File: src/rtl/ps2_set2_key_tracker_macros.svh
// assertion macros shared by the key tracker rtl
// depends on nothing; included inside module bodies
`ifndef PS2_SET2_KEY_TRACKER_MACROS_SVH
`define PS2_SET2_KEY_TRACKER_MACROS_SVH

// same-cycle implication, disabled while in reset
`define PS2KT_ASSERT_IMPL(label, clk, rst_n, ante, cons) \
    label: assert property (@(posedge clk) disable iff (!rst_n) (ante) |-> (cons)) \
        else $error("ps2kt assertion failed");

// next-cycle implication, disabled while in reset
`define PS2KT_ASSERT_NEXT(label, clk, rst_n, ante, cons) \
    label: assert property (@(posedge clk) disable iff (!rst_n) (ante) |=> (cons)) \
        else $error("ps2kt assertion failed");

`endif

File: src/rtl/ps2kt_pkg.sv
// types, constants and the scan code table of the key tracker
// depends on nothing
package ps2kt_pkg;

    localparam logic [7:0]  PREFIX_EXT    = 8'hE0;
    localparam logic [7:0]  PREFIX_BRK    = 8'hF0;
    localparam logic [15:0] HOLDOFF_RESET = 16'd100;

    localparam logic [1:0] OP_SCAN  = 2'd0;
    localparam logic [1:0] OP_TICK  = 2'd1;
    localparam logic [1:0] OP_QUERY = 2'd2;

    typedef enum logic [1:0] {
        PH_IDLE    = 2'd0,
        PH_PREFIX  = 2'd1,
        PH_EXT_BRK = 2'd2
    } phase_t;

    typedef struct packed {
        logic [1:0] op;
        logic [7:0] scan_byte;
        logic [6:0] query_key;
    } item_t;

    typedef struct packed {
        logic       valid;
        logic [6:0] key;
        logic       brk;
    } evt_t;

    typedef struct packed {
        logic       event_valid;
        logic [6:0] key_code;
        logic       is_release;
        logic       press_accepted;
        logic       key_pressed;
    } result_t;

    function automatic logic [6:0] map_key(input logic ext, input logic [7:0] code);
        logic [6:0] ch;
        unique case (code)
            8'h0E: ch = 7'h60;
            8'h16: ch = 7'h31;
            8'h1E: ch = 7'h32;
            8'h26: ch = 7'h33;
            8'h25: ch = 7'h34;
            8'h2E: ch = 7'h35;
            8'h36: ch = 7'h36;
            8'h3D: ch = 7'h37;
            8'h3E: ch = 7'h38;
            8'h46: ch = 7'h39;
            8'h45: ch = 7'h30;
            8'h4E: ch = 7'h2D;
            8'h55: ch = 7'h3D;
            8'h15: ch = 7'h51;
            8'h1D: ch = 7'h57;
            8'h24: ch = 7'h45;
            8'h2D: ch = 7'h52;
            8'h2C: ch = 7'h54;
            8'h35: ch = 7'h59;
            8'h3C: ch = 7'h55;
            8'h43: ch = 7'h49;
            8'h44: ch = 7'h4F;
            8'h4D: ch = 7'h50;
            8'h54: ch = 7'h5B;
            8'h5B: ch = 7'h5D;
            8'h1C: ch = 7'h41;
            8'h1B: ch = 7'h53;
            8'h23: ch = 7'h44;
            8'h2B: ch = 7'h46;
            8'h34: ch = 7'h47;
            8'h33: ch = 7'h48;
            8'h3B: ch = 7'h4A;
            8'h42: ch = 7'h4B;
            8'h4B: ch = 7'h4C;
            8'h4C: ch = 7'h3B;
            8'h52: ch = 7'h27;
            8'h5D: ch = 7'h5C;
            8'h1A: ch = 7'h5A;
            8'h22: ch = 7'h58;
            8'h21: ch = 7'h43;
            8'h2A: ch = 7'h56;
            8'h32: ch = 7'h42;
            8'h31: ch = 7'h4E;
            8'h3A: ch = 7'h4D;
            8'h41: ch = 7'h2C;
            8'h49: ch = 7'h2E;
            8'h4A: ch = 7'h2F;
            8'h29: ch = 7'h20;
            8'h5A: ch = 7'h0A;
            8'h0D: ch = 7'h09;
            8'h66: ch = 7'h08;
            8'h76: ch = 7'h1B;
            default: ch = 7'h00;
        endcase
        // extended arrow keys
        if (ext)
        begin
            unique case (code)
                8'h75: ch = 7'h5E;
                8'h72: ch = 7'h76;
                8'h6B: ch = 7'h3C;
                8'h74: ch = 7'h3E;
                default: ch = ch;
            endcase
        end
        return ch;
    endfunction

endpackage

File: src/rtl/ps2kt_decode.sv
// scan byte assembly: prefix tracking and mapping of completed events
// depends on ps2kt_pkg and the macros header
module ps2kt_decode (
    input  logic             clk,
    input  logic             rst_n,
    input  logic             fire,
    input  ps2kt_pkg::item_t item,
    output ps2kt_pkg::evt_t  evt
);
    import ps2kt_pkg::*;

    phase_t phase_reg;
    phase_t phase_next;
    logic   prefix_ext_reg;
    logic   prefix_ext_next;
    logic   is_scan;
    logic   is_prefix;
    logic   have;
    logic   ext;
    logic   brk;
    logic [6:0] ch;

    assign is_scan   = (item.op == OP_SCAN);
    assign is_prefix = (item.scan_byte == PREFIX_EXT) || (item.scan_byte == PREFIX_BRK);

    // next state
    always_comb
    begin
        phase_next      = phase_reg;
        prefix_ext_next = prefix_ext_reg;
        unique case (phase_reg)
            PH_IDLE:
            begin
                if (is_prefix)
                begin
                    phase_next      = PH_PREFIX;
                    prefix_ext_next = (item.scan_byte == PREFIX_EXT);
                end
            end
            PH_PREFIX:
            begin
                if (prefix_ext_reg && item.scan_byte == PREFIX_BRK)
                begin
                    phase_next = PH_EXT_BRK;
                end
                else
                begin
                    phase_next = PH_IDLE;
                end
            end
            PH_EXT_BRK: phase_next = PH_IDLE;
            default:    phase_next = PH_IDLE;
        endcase
    end

    // outputs
    always_comb
    begin
        have = 1'b0;
        ext  = 1'b0;
        brk  = 1'b0;
        unique case (phase_reg)
            PH_IDLE:
            begin
                have = !is_prefix;
            end
            PH_PREFIX:
            begin
                if (prefix_ext_reg)
                begin
                    have = (item.scan_byte != PREFIX_BRK);
                    ext  = 1'b1;
                end
                else
                begin
                    have = 1'b1;
                    brk  = 1'b1;
                end
            end
            PH_EXT_BRK:
            begin
                have = 1'b1;
                ext  = 1'b1;
                brk  = 1'b1;
            end
            default:
            begin
                have = 1'b0;
            end
        endcase
    end

    assign ch        = map_key(ext, item.scan_byte);
    assign evt.valid = is_scan && have && (ch != 7'd0);
    assign evt.key   = ch;
    assign evt.brk   = brk;

    always_ff @(posedge clk or negedge rst_n)
    begin
        if (!rst_n)
        begin
            phase_reg      <= PH_IDLE;
            prefix_ext_reg <= 1'b0;
        end
        else if (fire && is_scan)
        begin
            phase_reg      <= phase_next;
            prefix_ext_reg <= prefix_ext_next;
        end
    end

`include "ps2_set2_key_tracker_macros.svh"

    `PS2KT_ASSERT_IMPL(a_ext_brk_needs_e0, clk, rst_n, phase_reg == PH_EXT_BRK, prefix_ext_reg)

endmodule

File: src/rtl/ps2kt_keystate.sv
// pressed table, hold-off counter and hold-off register
// depends on ps2kt_pkg and the macros header
module ps2kt_keystate #(
    parameter int KEY_COUNT = 128
) (
    input  logic               clk,
    input  logic               rst_n,
    input  logic               cfg_we,
    input  logic [15:0]        cfg_data,
    input  logic               fire,
    input  logic [1:0]         op,
    input  logic [6:0]         query_key,
    input  ps2kt_pkg::evt_t    evt,
    output ps2kt_pkg::result_t res
);
    import ps2kt_pkg::*;

    localparam int KEY_W = $clog2(KEY_COUNT);

    logic [KEY_COUNT-1:0] pressed_reg;
    logic [15:0]          ticks_reg;
    logic [15:0]          count_reg;
    logic [15:0]          count_next;
    logic                 press_ok;
    logic [KEY_W-1:0]     evt_idx;
    logic [KEY_W-1:0]     query_idx;

    assign press_ok  = !evt.brk && (count_reg == 16'd0);
    assign evt_idx   = KEY_W'(evt.key);
    assign query_idx = KEY_W'(query_key);

    always_comb
    begin
        count_next = count_reg;
        if (evt.valid && press_ok)
        begin
            count_next = ticks_reg;
        end
        else if (op == OP_TICK && count_reg != 16'd0)
        begin
            count_next = count_reg - 16'd1;
        end
    end

    always_comb
    begin
        res = '0;
        if (evt.valid)
        begin
            res.event_valid    = 1'b1;
            res.key_code       = evt.key;
            res.is_release     = evt.brk;
            res.press_accepted = press_ok;
            res.key_pressed    = press_ok;
        end
        else if (op == OP_QUERY)
        begin
            res.key_code    = query_key;
            res.key_pressed = pressed_reg[query_idx];
        end
    end

    always_ff @(posedge clk or negedge rst_n)
    begin
        if (!rst_n)
        begin
            ticks_reg <= HOLDOFF_RESET;
        end
        else if (cfg_we)
        begin
            ticks_reg <= cfg_data;
        end
    end

    always_ff @(posedge clk or negedge rst_n)
    begin
        if (!rst_n)
        begin
            pressed_reg <= '0;
            count_reg   <= 16'd0;
        end
        else if (fire)
        begin
            count_reg <= count_next;
            if (evt.valid)
            begin
                pressed_reg[evt_idx] <= press_ok;
            end
        end
    end

`include "ps2_set2_key_tracker_macros.svh"

    `PS2KT_ASSERT_NEXT(a_reload, clk, rst_n, fire && evt.valid && press_ok, count_reg == $past(ticks_reg))
    `PS2KT_ASSERT_NEXT(a_count_no_rise, clk, rst_n, !(fire && evt.valid && press_ok), count_reg <= $past(count_reg))

endmodule

File: src/rtl/ps2_set2_key_tracker.sv
// top level of the ps/2 set 2 key tracker: stream ports, input and result registers
// depends on ps2kt_pkg, ps2kt_decode, ps2kt_keystate and the macros header

// Takes one transaction per clock cycle, sustained while m_tready does not hold the result
// register, whatever the operation: a scan byte, a hold-off tick or a key query. A result
// passes through the input register and then the result register, with one result per
// input; the decode and table update run in a single pass between those two registers.
// The pressed table is KEY_COUNT flip-flops cleared directly by reset, so the block is
// ready right after reset with no clearing pass. The hold-off register is written over
// the cfg channel, which is always ready; write it only while no transaction is in flight.
module ps2_set2_key_tracker #(
    parameter int KEY_COUNT = 128
) (
    input  logic        clk,
    input  logic        rst_n,
    input  logic        cfg_valid,
    output logic        cfg_ready,
    input  logic [15:0] cfg_data,      // holdoff_ticks
    input  logic        s_tvalid,
    output logic        s_tready,
    input  logic [15:0] s_tdata,       // scan_byte [7:0], query_key [14:8]
    input  logic [1:0]  s_tuser,       // operation [1:0]
    output logic        m_tvalid,
    input  logic        m_tready,
    output logic [15:0] m_tdata,       // key_code [6:0], is_release [7], press_accepted [8],
                                       // key_pressed [9]
    output logic        m_tuser        // event_valid [0]
);
    import ps2kt_pkg::*;

    item_t   item_reg;
    logic    in_valid_reg;
    logic    in_valid_next;
    result_t res_reg;
    result_t res;
    logic    out_valid_reg;
    logic    out_valid_next;
    logic    fire;
    logic    take;
    evt_t    evt;

    assign fire      = in_valid_reg && (!out_valid_reg || m_tready);
    assign s_tready  = !in_valid_reg || fire;
    assign take      = s_tvalid && s_tready;
    assign cfg_ready = 1'b1;

    assign in_valid_next  = take ? 1'b1 : (fire ? 1'b0 : in_valid_reg);
    assign out_valid_next = fire ? 1'b1 : (m_tready ? 1'b0 : out_valid_reg);

    ps2kt_decode u_decode (
        .clk   (clk),
        .rst_n (rst_n),
        .fire  (fire),
        .item  (item_reg),
        .evt   (evt)
    );

    ps2kt_keystate #(
        .KEY_COUNT (KEY_COUNT)
    ) u_keystate (
        .clk       (clk),
        .rst_n     (rst_n),
        .cfg_we    (cfg_valid && cfg_ready),
        .cfg_data  (cfg_data),
        .fire      (fire),
        .op        (item_reg.op),
        .query_key (item_reg.query_key),
        .evt       (evt),
        .res       (res)
    );

    always_ff @(posedge clk or negedge rst_n)
    begin
        if (!rst_n)
        begin
            in_valid_reg  <= 1'b0;
            out_valid_reg <= 1'b0;
        end
        else
        begin
            in_valid_reg  <= in_valid_next;
            out_valid_reg <= out_valid_next;
        end
    end

    always_ff @(posedge clk)
    begin
        if (take)
        begin
            item_reg.op        <= s_tuser;
            item_reg.scan_byte <= s_tdata[7:0];
            item_reg.query_key <= s_tdata[14:8];
        end
        if (fire)
        begin
            res_reg <= res;
        end
    end

    assign m_tvalid = out_valid_reg;
    assign m_tuser  = res_reg.event_valid;
    assign m_tdata  = {6'd0, res_reg.key_pressed, res_reg.press_accepted,
                       res_reg.is_release, res_reg.key_code};

`include "ps2_set2_key_tracker_macros.svh"

    `PS2KT_ASSERT_IMPL(a_event_has_key, clk, rst_n, out_valid_reg && res_reg.event_valid, res_reg.key_code != 7'd0)
    `PS2KT_ASSERT_IMPL(a_accept_is_press, clk, rst_n, out_valid_reg && res_reg.press_accepted, res_reg.key_pressed && !res_reg.is_release && res_reg.event_valid)

endmodule

File: config.mk
export PLATFORM = sky130hd
export DESIGN_NAME = ps2_set2_key_tracker
export DESIGN_NICKNAME = d
export VERILOG_FILES = /design/src/rtl/ps2kt_pkg.sv /design/src/rtl/ps2kt_decode.sv /design/src/rtl/ps2kt_keystate.sv /design/src/rtl/ps2_set2_key_tracker.sv
export VERILOG_INCLUDE_DIRS = /design/src /design/src/rtl
export SDC_FILE = /design/constraint.sdc
export NUM_CORES = 1
export LEC_CHECK = 0
export BUFFER_PORTS_ARGS = -buffer_cell sky130_fd_sc_hd__buf_2
export CORE_UTILIZATION = 36
export CTS_BUF_LIST = sky130_fd_sc_hd__clkbuf_2
export DETAILED_ROUTE_END_ITERATION = 10
export GPL_ROUTABILITY_DRIVEN = 0
export REMOVE_ABC_BUFFERS = 1
export SKIP_LAST_GASP = 1
export SYNTH_ARGS = -nofsm -noshare
export SYNTH_HDL_FRONTEND = slang
export SYNTH_SLANG_ARGS = --single-unit
File: constraint.sdc
create_clock -name clk -period 5.07 [get_ports clk]
set_input_delay 0.7605 -clock clk [delete_from_list [all_inputs] [get_ports clk]]
set_output_delay 0.7605 -clock clk [all_outputs]
set_load 0.05 [all_outputs]
# Word-level counts from Yosys, hierarchy flattened
# Memories as Yosys holds them, arrays and structs flattened. A register that Yosys moved wholly into a read port is not among the register bits.
# Cells that the tools add are included.
# Widths: inputs -> output; s select.
dict set report totals {
  inputBits 39
  register_bits 193
  wordCells 90
  out_inout_bits 20
  n_memories 1
  mem_bits_ro 896
}
dict set report op_classes {
  add_sub_neg 1
  eq_ne 12
  magnitude_cmp 3
  mux 29
  reduce_logical 29
}
# name words width read_ports rd_clocked_by_memory_dff wr line
set memory_table {}
lappend memory_table {{(no name shown)} 128 7 1 1 0 ps2kt_pkg.sv:41} ;# unique case (code)
# cell n
set op_table {}
lappend op_table {{$bwmux 128} 1}
lappend op_table {{$mux 7} 5}
lappend op_table {{$eq 8x7->1 const B} 4}
lappend op_table {{$mux 16} 2}
lappend op_table {{$pmux 7 s4} 1}
lappend op_table {{$eq 8x8->1 const B} 2}
lappend op_table {{$logic_not 16->1} 1}
lappend op_table {{$lt 7x8->1 const B} 2}
lappend op_table {{$reduce_bool 16->1} 1}
lappend op_table {{$sub 16x1->16 const B} 1}
lappend op_table {{$mux 1} 12}
lappend op_table {{$logic_and 1x1->1} 10}
lappend op_table {{$ne 8x8->1 const B} 1}
lappend op_table {{$bmux 1 s7} 1}
lappend op_table {{$demux 1 s7} 1}
lappend op_table {{$ge 7x1->1 const B} 1}
lappend op_table {{$reduce_bool 7->1} 1}
lappend op_table {{$reduce_and 2->1} 3}
lappend op_table {{$reduce_bool 2->1} 3}
lappend op_table {{$eq 2x1->1 const B} 2}
lappend op_table {{$eq 2x2->1 const B} 2}
lappend op_table {{$logic_not 1->1} 4}
lappend op_table {{$logic_not 2->1} 2}
lappend op_table {{$mux 2} 2}
lappend op_table {{other kinds (6)} 9}

# Depth between registers and ports, before layout
dict set report depth {
  ltp_word 9
  mapped_depth 12
  mapped_depth_nobuf 10
}

# By module
# Synthesis repeated with hierarchy kept, for this count alone.
dict set report unflattened {
  cells_unflattened 1020
  hier_area_um2 10618.9
}
# mod area_each_um2 instances cells_each seq_area_each_um2
set by_module_without_submodules {}
lappend by_module_without_submodules {ps2kt_keystate 8097.8 1 745 4007.6}
lappend by_module_without_submodules {ps2kt_decode 1516.5 1 230 75.1}
lappend by_module_without_submodules {ps2_set2_key_tracker 1004.7 1 45 890.9}

# Worst setup path before layout
# No wires, ideal clock.
dict set report synth_timing {
  path_type {input -> register}
  startpoint {input m_tready}
  endpoint {register (tool-made name)}
  stages 11
  arrival_ns 3.140
  required_ns 4.938
  setup_slack_ns 1.798
  setup_time_ns 0.132
  path_buffers 2
  path_cell_list {and3b_1 > clkbuf_1 > o211ai_1 > inv_1 > ha_1 > clkbuf_1 > inv_1 > nor3_1 > or4_1 > a41oi_1 > a221oi_1}
}
# element line
set synth_rtl {}
lappend synth_rtl {{start, declared} ps2_set2_key_tracker.sv:24} ;# input logic m_tready,

==> reports/results.tsv <==
metric	value	unit
drcViolationCount	0	
pin_count	59	
routed_wl	32360	um
core_area	0.03362	mm^2
io_buffers	50	
drive_gt1_share	28.33	%
grt_pass1_vias	8988	
ir_drop	0.1342	mV
cts_tree	done	
via_count	9364	
ys_types	112	
synth_edf_count	28	
wl_per_cell	20.55	um
htree_num_levels	4	
synth_area	0.01233	mm^2
cp-end-kind	flop	
grt_max_degree	91	
die_w	187.1	um
synth_ff_type	dfrtp_1	
setup_slack	1362	ps
finalPower	0.003398	W
syn_area_per_cell	11.00	um^2
r2r_slack	1360	ps
cp_slowest_stage_delay	670	ps
rsz0062_at_grt	no	
critPathMaxFanout	19	
critPathKind	flop to flop	
setup_viol	0	
reg2reg_depth	10	
comb_power_share	20.5	%
path_cells	and3b_1 -> inv_2 -> and2_0 -> nor2_2 -> inv_1 -> ha_1 -> o31ai_1 -> o21ai_0 -> a41oi_1 -> a221oi_1	
yosys_warnings	0	
power.switching	0.001183	W
setup_tns	0	ps
period_share	73.14	%
cts_setup_buffers	0	
placementRows	67	
pwr_density_cell	260.1	mW/mm^2
cp_slowest_cell	nor2_2	
ys_seq_area_share	41.48	%
cts.sinks	200	
crit_arrival	4390	ps
max_cap_viol_count	0	
async_reset_ff_share	82.50	%
synth_top_area_cell	dfrtp_1	
leakage	5.220	nW
clockBufferDepth	2	
status	complete, no violations	
hold_class	input port to flop	
final_cells	1575	
cp-start-kind	flop	
ctsResizeCount	0	
worstMarginPinSlew	1199	ps
dp_worst_setup_slack	1055	ps
slew_violations	0	
worst-endpoint-required	5760	ps
largest_reg_flops	128	
p_clk_share	26.8	%
drtIter0Drc	963	
period_needed	3708	ps
antenna_found_initial	2	
placedCellCount	1541	
fin_skew	58.67	ps
p_sw_share	34.83	%
synth_seq_cells	200	
overflow	0	
path_clk_slew	300	ps
die_h	187.1	um
relSlewSlack	19.80	%
drtPass1Iterations	7	
detail_route.vias_per_cell	5.945	
insertion_delay	810	ps
hpwl	21190	um
initial_core_util	36.67	%
cts-buffers-inserted	17	
syn_to_final_growth	5.988	%
synth_area_leaders	dfrtp_1 33%, mux2_2 10%, edfxtp_1 6.8%, mux4_2 4.0%, mux2_1 2.4%	
hold_viol	0	
dieArea	0.03499	mm^2
final_antenna_net_count	0	
synth_top_area_share	32.88	%
track_usage	18.51	%
grt_pass1_wl	51760	um
seq_power_share	52.7	%
nets	1164	
fmax	269.7	MHz
r2r-start	in_valid_reg$_DFFE_PN0P_	
ctsRootBufferMaster	clkbuf_2	
intPower	0.002215	W
syn_inst	1121	
cp-startpoint	in_valid_reg$_DFFE_PN0P_	
[routing by layer]
metal | share of wire (%) | wire length, um | vias up | GRT usage, %
li1 | - | - | 4268 | -
met1 | 48 | 15570 | 4775 | 27.20
met2 | 45 | 14720 | 277 | 28.29
met3 | 4.6 | 1483 | 42 | 2.664
met4 | 1.8 | 580 | 2 | 5.076
met5 | 0.025 | 8 | - | 0
[synthesized netlist by cell type, types with 21 or more instances]
library cell  count
nor3_1           58
inv_1            21
mux4_2           22
nand2_1          60
mux2_2          110
clkbuf_1         50
nand3_1          47
nor4_2           22
nand4_1          27
o21ai_0          41
buf_2            24
mux2_1           26
dfrtp_1         162
edfxtp_1         28
a21oi_1          36
mux2i_1          26
nor2_1           44
[worst max-delay path, delay by kind of cell, from the launching register on]
| family | cells | cell delay (ps) |
|---|---|---|
| compound gates | 4 | 680 |
| flops | 1 | 540 |
| buf+inv | 2 | 550 |
| simple gates | 3 | 1430 |
| fa+ha+maj | 1 | 390 |
[kinds of logic after synthesis]
family | Yosys count | share of synthesized area, %
AOI/OAI and AO/OA | 220 | 14.35
xor gates and xnor gates | 2 | 0.1421
adders and majority gates | 12 | 1.218
buffers and inverters | 126 | 5.156
DFF | 200 | 41.48
muxes | 190 | 19.28
other | 2 | 0.06092
and+or+nand+nor | 369 | 18.31
[metrics by stage]
step	util (%)	hold WS, ps	instance area (um^2)
6_report	38.87	133.4	13070
4_1_cts	38.86	76.06	13060
2_1_floorplan	-	349.4	11800
3_3_place_gp	38.00	383.2	12770
5_1_grt	38.87	53.67	13070
3_5_place_dp	38.00	379.3	12770
[timing repair]
action / in CTS / in global routing
endpoints found under the setup margin: 0 / 0
endpoints found under the hold margin: 31 / 0
hold buffers: 1 / 0
[power by group through the flow]
| stage | Combinational, W | Sequential [W] | Clock [W] |
|---|---|---|---|
| floorplan | 0.000433 | 0.00182 | 0 |
| global placement | 0.000684 | 0.00182 | 0 |
| detailed placement | 0.000688 | 0.00182 | 0 |
| CTS | 0.000691 | 0.00179 | 0.000930 |
| global route | 0.000758 | 0.00180 | 0.000995 |
| finish | 0.000698 | 0.00179 | 0.000909 |
[layout make-up]
cell class              count  area (um^2)
well taps                 448        560.5
inverters                  24        90.09
diodes                      1        2.502
flip-flops and latches    200         5114
clock inverters            14        190.2
fillers                  3300        20550
clock buffers              18        90.09
repair buffers             70        409.1
multi-input cells         800         6610
[worst min-delay path by stage]
stage	depth (start not counted)	to	from
after floorplan	0	u_keystate.pressed_reg[0]$_DFFE_PN0P_	u_keystate.pressed_reg[0]$_DFFE_PN0P_
after global placement	0	u_keystate.pressed_reg[0]$_DFFE_PN0P_	u_keystate.pressed_reg[0]$_DFFE_PN0P_
after detailed placement	0	u_keystate.pressed_reg[0]$_DFFE_PN0P_	u_keystate.pressed_reg[0]$_DFFE_PN0P_
after CTS	1	item_reg[16]$_DFFE_PN_	s_tuser[1]
after global routing	1	item_reg[16]$_DFFE_PN_	s_tuser[1]
final	1	item_reg[16]$_DFFE_PN_	s_tuser[1]
[cells in the final DEF (no fill, tap or decap), types with 7 or more instances in the layout]
cell / netlist / final
a211oi_1: 13 / 13
a21oi_1: 36 / 36
a31oi_1: 7 / 7
buf_2: 24 / 49
buf_4: 16 / 19
clkbuf_2: 0 / 18
conb_1: 2 / 7
dfrtp_1: 162 / 162
dfxtp_1: 7 / 7
edfxtp_1: 28 / 28
ha_1: 12 / 12
inv_1: 21 / 21
mux2_1: 26 / 26
mux2_2: 110 / 110
mux2i_1: 26 / 26
mux4_2: 22 / 22
nand2_1: 60 / 60
nand2b_1: 12 / 12
nand3_1: 47 / 47
nand4_1: 27 / 27
nor2_1: 44 / 44
nor2b_1: 10 / 10
nor3_1: 58 / 58
nor3_2: 8 / 8
nor4_1: 19 / 19
nor4_2: 22 / 22
o211ai_1: 10 / 10
o21ai_0: 41 / 41
o221ai_1: 11 / 11
o31ai_1: 11 / 11
or3_1: 8 / 8
No activity file was read; power rests on OpenSTA's default activity.
